[src/design/icmpnat_pkg.sv]
package icmpnat_pkg;

    localparam int TABLE_ENTRIES_DEF = 16;

    localparam logic OP_SNAT = 1'b0;
    localparam logic OP_DNAT = 1'b1;

    localparam logic ST_OK       = 1'b0;
    localparam logic ST_NO_ENTRY = 1'b1;

    typedef struct packed {
        logic        op;
        logic [15:0] icmp_ident;
        logic [31:0] packet_address;
    } t_in_item;

    typedef struct packed {
        logic [31:0] new_address;
        logic        status;
        logic        entry_added;
    } t_out_item;

    typedef struct packed {
        logic [15:0] ident;
        logic [31:0] source;
    } t_entry;

endpackage

[src/design/icmp_nat_translation_table.sv]
// ICMP NAT translation table
//
// Input channel (i_in_valid / o_in_ready / i_in_data) takes one packet beat:
// op, ICMP identifier and address. Output channel (o_out_valid / i_out_ready /
// o_out_data) returns one result beat per input beat, in order.
// i_cfg_we / i_cfg_wdata write the SNAT address; write only while idle.
//
// Each beat scans the entry memory one entry per cycle (the memory read is
// registered), stopping at the first valid match, then writes back at most one
// entry. A miss scans every entry and an early hit stops sooner; the scan runs
// over the single memory read port. One item is in work at a time, so the next
// beat is taken only once the last result has left the finish state.
//
// Reset clears the valid bits, the write pointer, the SNAT address and all
// handshake state; entry contents are left as they are and never match until
// written. A finished result sits in the output register while the next beat
// is accepted and scanned; when the receiver stalls, the next result waits in
// the finish state until the output register is free.
module icmp_nat_translation_table #(
    parameter int TABLE_ENTRIES = icmpnat_pkg::TABLE_ENTRIES_DEF
) (
    input  logic                   i_clk,
    input  logic                   i_rst_n,
    input  logic                   i_in_valid,
    output logic                   o_in_ready,
    input  icmpnat_pkg::t_in_item  i_in_data,
    output logic                   o_out_valid,
    input  logic                   i_out_ready,
    output icmpnat_pkg::t_out_item o_out_data,
    input  logic                   i_cfg_we,
    input  logic [31:0]            i_cfg_wdata
);
    import icmpnat_pkg::*;

    localparam int IDX_W = (TABLE_ENTRIES > 1) ? $clog2(TABLE_ENTRIES) : 1;
    localparam int CNT_W = $clog2(TABLE_ENTRIES + 1);
    localparam logic [CNT_W-1:0] CNT_END = CNT_W'(TABLE_ENTRIES);
    localparam logic [IDX_W-1:0] IDX_LAST = IDX_W'(TABLE_ENTRIES - 1);

    typedef enum logic [2:0] {
        S_IDLE   = 3'b001,
        S_SCAN   = 3'b010,
        S_FINISH = 3'b100
    } t_state;

    t_state              r_state, n_state;
    t_in_item            r_item;
    logic [31:0]         r_snat;
    logic [CNT_W-1:0]    r_scan_cnt;
    logic                r_rd_pend;
    logic [IDX_W-1:0]    r_rd_idx;
    t_entry              r_rd_data;
    logic                r_hit;
    logic [31:0]         r_hit_src;
    logic [IDX_W-1:0]    r_wr_ptr;
    logic [TABLE_ENTRIES-1:0] r_valid;
    logic                r_out_valid;
    t_out_item           r_out;

    t_entry              mem [TABLE_ENTRIES];

    logic                in_acc;
    logic                rd_issue;
    logic                hit_now;
    logic                out_free;
    logic                finish;
    logic                mem_we;
    t_out_item           res;

    assign o_in_ready  = (r_state == S_IDLE);
    assign in_acc      = i_in_valid && o_in_ready;
    assign rd_issue    = (r_state == S_SCAN) && (r_scan_cnt != CNT_END);
    assign hit_now     = (r_state == S_SCAN) && r_rd_pend && r_valid[r_rd_idx]
                         && (r_rd_data.ident == r_item.icmp_ident);
    assign out_free    = !r_out_valid || i_out_ready;
    assign finish      = (r_state == S_FINISH) && out_free;
    assign mem_we      = finish && (r_item.op == OP_SNAT) && !r_hit;
    assign o_out_valid = r_out_valid;
    assign o_out_data  = r_out;

    always_comb begin
        res = '0;
        if (r_item.op == OP_SNAT) begin
            res.new_address = r_snat;
            res.status      = ST_OK;
            res.entry_added = !r_hit;
        end else if (r_hit) begin
            res.new_address = r_hit_src;
            res.status      = ST_OK;
        end else begin
            res.new_address = r_item.packet_address;
            res.status      = ST_NO_ENTRY;
        end
    end

    always_comb begin
        n_state = r_state;
        unique case (r_state)
            S_IDLE: begin
                if (in_acc) begin
                    n_state = S_SCAN;
                end
            end
            S_SCAN: begin
                if (hit_now || (!r_rd_pend && r_scan_cnt == CNT_END)) begin
                    n_state = S_FINISH;
                end
            end
            S_FINISH: begin
                if (out_free) begin
                    n_state = S_IDLE;
                end
            end
            default: n_state = S_IDLE;
        endcase
    end

    // entry memory
    always_ff @(posedge i_clk) begin
        if (mem_we) begin
            mem[r_wr_ptr] <= '{ident: r_item.icmp_ident, source: r_item.packet_address};
        end
        r_rd_data <= mem[r_scan_cnt[IDX_W-1:0]];
    end

    always_ff @(posedge i_clk) begin
        if (!i_rst_n) begin
            r_state     <= S_IDLE;
            r_snat      <= '0;
            r_scan_cnt  <= '0;
            r_rd_pend   <= 1'b0;
            r_hit       <= 1'b0;
            r_wr_ptr    <= '0;
            r_valid     <= '0;
            r_out_valid <= 1'b0;
        end else begin
            r_state <= n_state;
            if (i_cfg_we) begin
                r_snat <= i_cfg_wdata;
            end
            if (in_acc) begin
                r_scan_cnt <= '0;
                r_rd_pend  <= 1'b0;
                r_hit      <= 1'b0;
            end else if (r_state == S_SCAN) begin
                r_rd_pend <= rd_issue;
                if (rd_issue) begin
                    r_scan_cnt <= r_scan_cnt + 1'b1;
                end
                if (hit_now) begin
                    r_hit <= 1'b1;
                end
            end
            if (mem_we) begin
                r_valid[r_wr_ptr] <= 1'b1;
                r_wr_ptr <= (r_wr_ptr == IDX_LAST) ? '0 : r_wr_ptr + 1'b1;
            end
            if (finish) begin
                r_out_valid <= 1'b1;
            end else if (i_out_ready) begin
                r_out_valid <= 1'b0;
            end
        end
    end

    always_ff @(posedge i_clk) begin
        if (in_acc) begin
            r_item <= i_in_data;
        end
        if (rd_issue) begin
            r_rd_idx <= r_scan_cnt[IDX_W-1:0];
        end
        if (hit_now) begin
            r_hit_src <= r_rd_data.source;
        end
        if (finish) begin
            r_out <= res;
        end
    end

    a_added_only_outbound: assert property (@(posedge i_clk) disable iff (!i_rst_n)
        r_out_valid && r_out.status == ST_NO_ENTRY |-> !r_out.entry_added)
        else $error("no-entry result also reports an added entry");

    a_ptr_moves_on_write: assert property (@(posedge i_clk) disable iff (!i_rst_n)
        r_wr_ptr != $past(r_wr_ptr) |-> $past(mem_we))
        else $error("write pointer moved without a table write");

    a_write_sets_valid: assert property (@(posedge i_clk) disable iff (!i_rst_n)
        mem_we |=> r_valid[$past(r_wr_ptr)])
        else $error("written entry not marked valid");

    a_result_from_finish: assert property (@(posedge i_clk) disable iff (!i_rst_n)
        $rose(r_out_valid) |-> $past(r_state == S_FINISH))
        else $error("result raised outside finish state");

endmodule

[config.mk]
export PLATFORM = sky130hd
export DESIGN_NAME = icmp_nat_translation_table
export DESIGN_NICKNAME = d
export VERILOG_FILES = /design/src/design/icmpnat_pkg.sv /design/src/design/icmp_nat_translation_table.sv
export SDC_FILE = /design/constraint.sdc
export NUM_CORES = 1
export LEC_CHECK = 0
export BUFFER_PORTS_ARGS = -buffer_cell sky130_fd_sc_hd__buf_2
export CAP_MARGIN = 0
export CORE_MARGIN = 4
export CORE_UTILIZATION = 45
export DETAILED_ROUTE_END_ITERATION = 7
export RECOVER_POWER = 50
export SYNTH_ARGS = -nofsm -noshare
export SYNTH_HDL_FRONTEND = slang
export SYNTH_SLANG_ARGS = --single-unit
[constraint.sdc]
create_clock -name i_clk -period 8.45 [get_ports i_clk]
set_input_delay 1.69 -clock i_clk [delete_from_list [all_inputs] [get_ports i_clk]]
set_output_delay 1.69 -clock i_clk [all_outputs]
set_load 0.02 [all_outputs]
* Word-level counts from Yosys, hierarchy flattened *
Memory sizes are Yosys's and may differ from the RTL's. A register that Yosys moved wholly into a read port is not among the register bits.
Cells that the tools add are included.

operators by class
  add/subtract/negate cells = 2
  $mul = 0
  div/mod/pow operators = 0
  $lt $le $gt $ge = 3
  equal/unequal tests = 10
  shift-type cells = 0
  muxes and demuxes = 15
  bitwise logic cells = 3
  reductions and logical operators = 20

operator list
  operator                                                                      number
  33-bit two-way mux                                                            2
  16-bit equality test                                                          1
  16-bit bitwise OR                                                             1
  1-bit logical AND                                                             10
  4-bit by 5-bit less-than comparator with 1-bit output, second input constant  2
  3-bit two-way mux                                                             3
  3-bit case mux with 3 select lines                                            1
  1-bit two-way mux                                                             6
  5-bit by 1-bit adder with 5-bit output, second input constant                 1
  5-bit equality test, second input constant                                    1
  5-bit inequality test, second input constant                                  1
  4-bit by 1-bit adder with 4-bit output, second input constant                 1
  1-bit binary-select mux with 4-bit select                                     1
  1-bit demux with 4-bit select                                                 1
  4-bit equality test, second input constant                                    1
  4-bit by 1-bit >= comparator with 1-bit output, second input constant         1
  4-bit two-way mux                                                             1
  2-bit by 1-bit inequality test with 1-bit output, second input constant       2
  2-bit AND reduction                                                           2
  3-bit by 1-bit equality test with 1-bit output, second input constant         1
  3-bit by 2-bit equality test with 1-bit output, second input constant         1
  3-bit equality test, second input constant                                    1
  1-bit logical NOT                                                             3
  3-bit AND reduction                                                           1
  5 further kinds                                                               7

word-level totals
  register bits after elaboration = 182
  latch bits = 0
  bits in writable memories = 768
  ROM bits = 0
  bits of input ports = 86
  output and inout bits = 36
  memories = 1

memory list
  name  words  bits a word  read ports  clocked after Yosys merged registers in  write ports  RTL line                          RTL
  mem   16     48           1           1                                        1            icmp_nat_translation_table.sv:60  t_entry mem [TABLE_ENTRIES];

* Depth between registers and ports, before layout *
  depth in word-level cells = 7
  mapped depth = 10
  mapped depth without buffers = 7

* Least setup slack after synthesis *
No wires, ideal clock.

  path type = input port to flip-flop
  from = input i_out_ready
  to = memory mem[3][0] (netlist name) (enable)
  library setup time = 515 ps
  data arrival time = 5,690 ps
  data required time = 7,935 ps
  path slack = 2,245 ps
  stages = 4
  path buffers = 0
  path through = nor2b_1 nor4_4 nand2_1 nor3_1

between the ends
  longest elaborated chain between the ends = 6

RTL lines
  what                                     RTL line                           RTL
  start: declaration                       icmp_nat_translation_table.sv:28   input logic i_out_ready,
  1-bit logical OR                         icmp_nat_translation_table.sv:75   assign out_free = !r_out_valid || i_out_ready;
  1-bit logical AND                        icmp_nat_translation_table.sv:76   assign finish = (r_state == S_FINISH) && out_free;
  1-bit logical AND (2 in series)          icmp_nat_translation_table.sv:77   assign mem_we = finish && (r_item.op == OP_SNAT) && !r_hit;
  1-bit two-way mux                        icmp_nat_translation_table.sv:120  if (mem_we) begin
  1-bit two-way mux (implied by the code)  icmp_nat_translation_table.sv:121  mem[r_wr_ptr] <= '{ident: r_item.icmp_ident, source: r_item.packet_address};
  end: declaration                         icmp_nat_translation_table.sv:60

Every way passes these cells.

* Worst setup path in the final report *
  from = register r_scan_cnt[3]
  to = register r_scan_cnt[2]

between the ends
  longest elaborated chain between the ends = 3

RTL lines
  what                                  RTL line                           RTL
  start: declaration                    icmp_nat_translation_table.sv:49   logic [CNT_W-1:0] r_scan_cnt;
  start signal: assignment              icmp_nat_translation_table.sv:148  r_scan_cnt <= r_scan_cnt + 1'b1;
  5-bit inequality test                 icmp_nat_translation_table.sv:72   assign rd_issue = (r_state == S_SCAN) && (r_scan_cnt != CNT_END);
  1-bit logical AND                     icmp_nat_translation_table.sv:72
  via rd_issue                          icmp_nat_translation_table.sv:63   logic rd_issue;
  2-bit AND reduction (no source line)  --

The timed path passes the listed nets, and every way through them passes these cells.
A chain may end at the register's enable or synchronous reset.

==> summary by stage <==
Outcome
The run finished, with violations left. The final reports fail on max-capacitance violations, max-slew violations.

Floorplanning
In this run the vertical extent of the chip is 293.3 microns. The core region is 80550 sq um. The initial utilization of the core area, before any placement, comes to 0.4546. The count of boundary I/O pins is 122. In this run the horizontal extent of the chip is roughly 300 microns. The die covers 86000 sq um. The floorplan has about 100 rows.

Cells and area
The count of inserted antenna diode cells is 0. In the layout the commonest cells are sky130_fd_sc_hd__edfxtp_1 (887), sky130_fd_sc_hd__mux4_2 (244), sky130_fd_sc_hd__buf_2 (117). Of the cells placed in the final design, the portion with a size suffix greater than 1 is 0.2990.

The final layout contains 1890 nets. The final core utilization is 0.5219. The synthesis-to-finish area growth is 14.80%. The most common cell after layout, fill and taps aside is sky130_fd_sc_hd__edfxtp_1.

Placed design
The pre-CTS setup slack is 3736 ps. The post-DP HPWL is just over 40 mm. The quantity of I/O buffers inserted on ports is approximately 120. The routability congestion estimate from global placement is roughly 0.73.

STA
The smallest setup slack after layout is 3611 ps. Setup repair after global routing left no endpoint under its margin. The worst clock skew on the final layout is a little under 30 ps. The smallest clock period supported by the final layout is computed as 4839 ps. The slew at the pin closest to its max-slew limit is around 4200 ps. Setup violations remaining at the end of the flow were counted as 0. The hold violation total from the final report is 0.

The tightest slew margin relative to the limit is -1.805. The achievable frequency is 206.7 MHz. Dividing the final minimum period by the clock period gives 0.5726. The number of pins with negative max-slew slack in the final report came to 220. The accumulated negative setup slack is 0 ps.

Clock tree
The CTS root buffer is sky130_fd_sc_hd__clkbuf_16. The clock tree from TritonCTS is yes. The clock transition at the register clock pins on the worst setup and hold paths after CTS is 60 ps. The clock latency reported for the late side of the worst-skew pair is roughly 670 ps.

Once the clock tree was built, the setup fixing pass inserted 0 buffers. Clock tree synthesis found a total of 998 sinks. The number of clock buffers inserted by TritonCTS is approximately 100.

The clock passes through at most 3 buffers. The number of hold buffers added after CTS was 0. The total of cells resized after clock tree synthesis is 0.

The depth of the CTS H-tree is 3.

Min path
The origin of the worst min-delay path is r_rd_data[6]. The path class of the tightest hold or removal check is reg2reg.

Setup path
The capture point of the critical path is r_scan_cnt[2]. Measured in cells, the most critical reg-to-reg path has a length of 6. The critical path is of the reg2reg type. For the worst setup path, the data required time is 9040 ps.

The endpoint of the lowest-slack register-to-register path is r_scan_cnt[2]. In this run the worst setup path begins at r_scan_cnt[3]. The worst setup path is captured at a flop. The worst reg-to-reg setup slack is 3610 ps. The critical path arrival is 5420 ps.

STA classifies the critical path startpoint as a flop. The startpoint of the lowest-slack register-to-register path is r_scan_cnt[3]. The worst-path maximum fanout is 52.

Pwr
The power density of the placed cells is 242.6 nW/um^2. The maximum vdd drop is about 0.15 mV. The leakage power is 13.17 nW.

Global routing
The number of antenna violations at the first check in global routing is 0. The total overflow left after global routing is 0. Entering global routing, the biggest net connects 117 pins.

The wire length of the first global-routing pass is 114.1 mm. The total routing resource utilization after global routing is 0.1786. The number of global-route vias before repair is about 17000.

Synthesis
The synthesized instance count is about 1600. In this run, synthesis produced a sequential element count of 998. The cell area that synthesis handed to floorplanning was between 30000 and 40000 sq um.

The sequential share of the synthesized area is 0.7881. The synthesized area per cell is 22.65 sq um. The post-synthesis cell type count is 35.

The synthesized net count is 1709. The count of synthesis-stage warnings from yosys is 0.

Drt
Using the TritonRoute via totals, the vias-per-cell ratio works out to 5.535. The routed via count is 16310. The final layout contains routed wiring with a total length of 75.41 mm. After the first detailed-routing iteration, the DRC count stood at 1453.

In the routed design, unresolved DRC markers number 0. The post-route antenna net violation count is 0. The average wire length per cell after detail routing is 25.60 microns. The number of optimization iterations in the first detailed-route pass is 5.

Job
The tool flagged a number of max-cap violations equal to 6.
## synthesized netlist by cell type
master / count / area share
sky130_fd_sc_hd__nand2b_1: 5 / 0.00085
sky130_fd_sc_hd__nor4_1: 1 / 0.00017
sky130_fd_sc_hd__xor2_1: 7 / 0.0017
sky130_fd_sc_hd__a2111oi_0: 1 / 0.00024
sky130_fd_sc_hd__nor4_4: 1 / 0.00058
sky130_fd_sc_hd__nand3_1: 1 / 0.00014
sky130_fd_sc_hd__a31oi_1: 1 / 0.00017
sky130_fd_sc_hd__mux2i_1: 72 / 0.020
sky130_fd_sc_hd__edfxtp_1: 887 / 0.73
sky130_fd_sc_hd__nor4b_1: 1 / 0.00024
sky130_fd_sc_hd__o22ai_1: 1 / 0.00017
sky130_fd_sc_hd__and3b_1: 1 / 0.00024
sky130_fd_sc_hd__buf_2: 17 / 0.0023
sky130_fd_sc_hd__and3_1: 1 / 0.00017
sky130_fd_sc_hd__nand4_1: 5 / 0.00085
sky130_fd_sc_hd__ha_1: 6 / 0.0021
sky130_fd_sc_hd__inv_1: 7 / 0.00072
sky130_fd_sc_hd__or3b_1: 2 / 0.00048
sky130_fd_sc_hd__buf_4: 1 / 0.00021
sky130_fd_sc_hd__o21a_1: 17 / 0.0035
sky130_fd_sc_hd__o21ai_0: 2 / 0.00027
sky130_fd_sc_hd__nor3b_1: 2 / 0.00041
sky130_fd_sc_hd__nor2b_1: 3 / 0.00051
sky130_fd_sc_hd__a21oi_1: 37 / 0.0051
sky130_fd_sc_hd__nor4bb_1: 1 / 0.00027
sky130_fd_sc_hd__mux4_2: 244 / 0.15
sky130_fd_sc_hd__nor3_1: 5 / 0.00068
sky130_fd_sc_hd__dfxtp_1: 111 / 0.061
sky130_fd_sc_hd__xnor2_1: 14 / 0.0033
sky130_fd_sc_hd__nand2_1: 9 / 0.00092
sky130_fd_sc_hd__or4_1: 1 / 0.00021
sky130_fd_sc_hd__nor2_1: 89 / 0.0091
sky130_fd_sc_hd__nand2_2: 1 / 0.00017
sky130_fd_sc_hd__clkbuf_1: 50 / 0.0051
sky130_fd_sc_hd__buf_1: 13 / 0.0013
## kinds of logic after synthesis
kind of cell	share of synthesized area
AOI/OAI and AO/OA	0.009397
xor gates and xnor gates	0.005023
adders and majority gates	0.002050
buffers and inverters	0.009704
DFF	0.7881
muxes	0.1697
and+or+nand+nor	0.01603
## area by class of cell
cell class,count,area (sq um)
clock buffer,135,2778
clock inverter,57,665.6
fill,6197,38510
inverter,7,26.28
multi-input combinational,531,7520
sequential,998,28870
tap,1060,1326
timing repair buffer,158,857.1
## where the power goes
part           internal [mW]  leakage (nW)  switching [mW]
Clock                   2.72          1.68            1.84
Sequential              5.42          8.92          0.0785
Combinational         0.0642          2.57          0.0848
Total                   8.20          13.2            2.00
## critical path, cell delays in order (launching register included)
cell	delay (ps)
sky130_fd_sc_hd__dfxtp_2	310
sky130_fd_sc_hd__clkbuf_1	2930
sky130_fd_sc_hd__nor4bb_1	230
sky130_fd_sc_hd__nor2_1	840
sky130_fd_sc_hd__nand2_1	150
sky130_fd_sc_hd__xor2_1	170
sky130_fd_sc_hd__nor2_1	130
## worst min-delay path by stage
stage	to	slack, ps	cells past startpoint
floorplan	r_hit_src[0]	390	0
global placement	r_hit_src[12]	390	0
detailed placement	r_hit_src[12]	390	0
CTS	r_hit_src[6]	400	0
global route	r_hit_src[5]	410	0
finish	r_hit_src[6]	400	0
## per-stage QoR
stage | cell area (sq um) | std cells | power (mW) | hold WS [ps]
floorplan | 36620 | 1617 | 5.655 | 385.5
global placement | 38650 | 2754 | 5.746 | 388.7
detailed placement | 38650 | 2754 | 5.755 | 388.7
CTS | 42090 | 2946 | 10.32 | 401.3
global route | 42040 | 2946 | 10.56 | 408.1
finish | 42040 | 2946 | 10.20 | 400.0
## per-layer routing
metal / global-route usage / vias up / wire length, microns
met4: 0.04468 / 0 / 1388
met1: 0.2669 / 8697 / 34200
li1: - / 7069 / -
met2: 0.2778 / 438 / 35560
met3: 0.03137 / 103 / 4263
met5: 0 / - / 0
## sequential cells by signal, indices dropped and copies added (netlist names)
signal,count
r_hit_src,32
r_wr_ptr,4
o_out_valid,1
o_out_data,34
r_rd_pend,1
mem,768
r_state,3
r_rd_data,48
r_valid,16
r_item,49
r_scan_cnt,5
r_rd_idx,4
r_hit,1
r_snat,32
No activity file was read; power rests on OpenSTA's default activity.
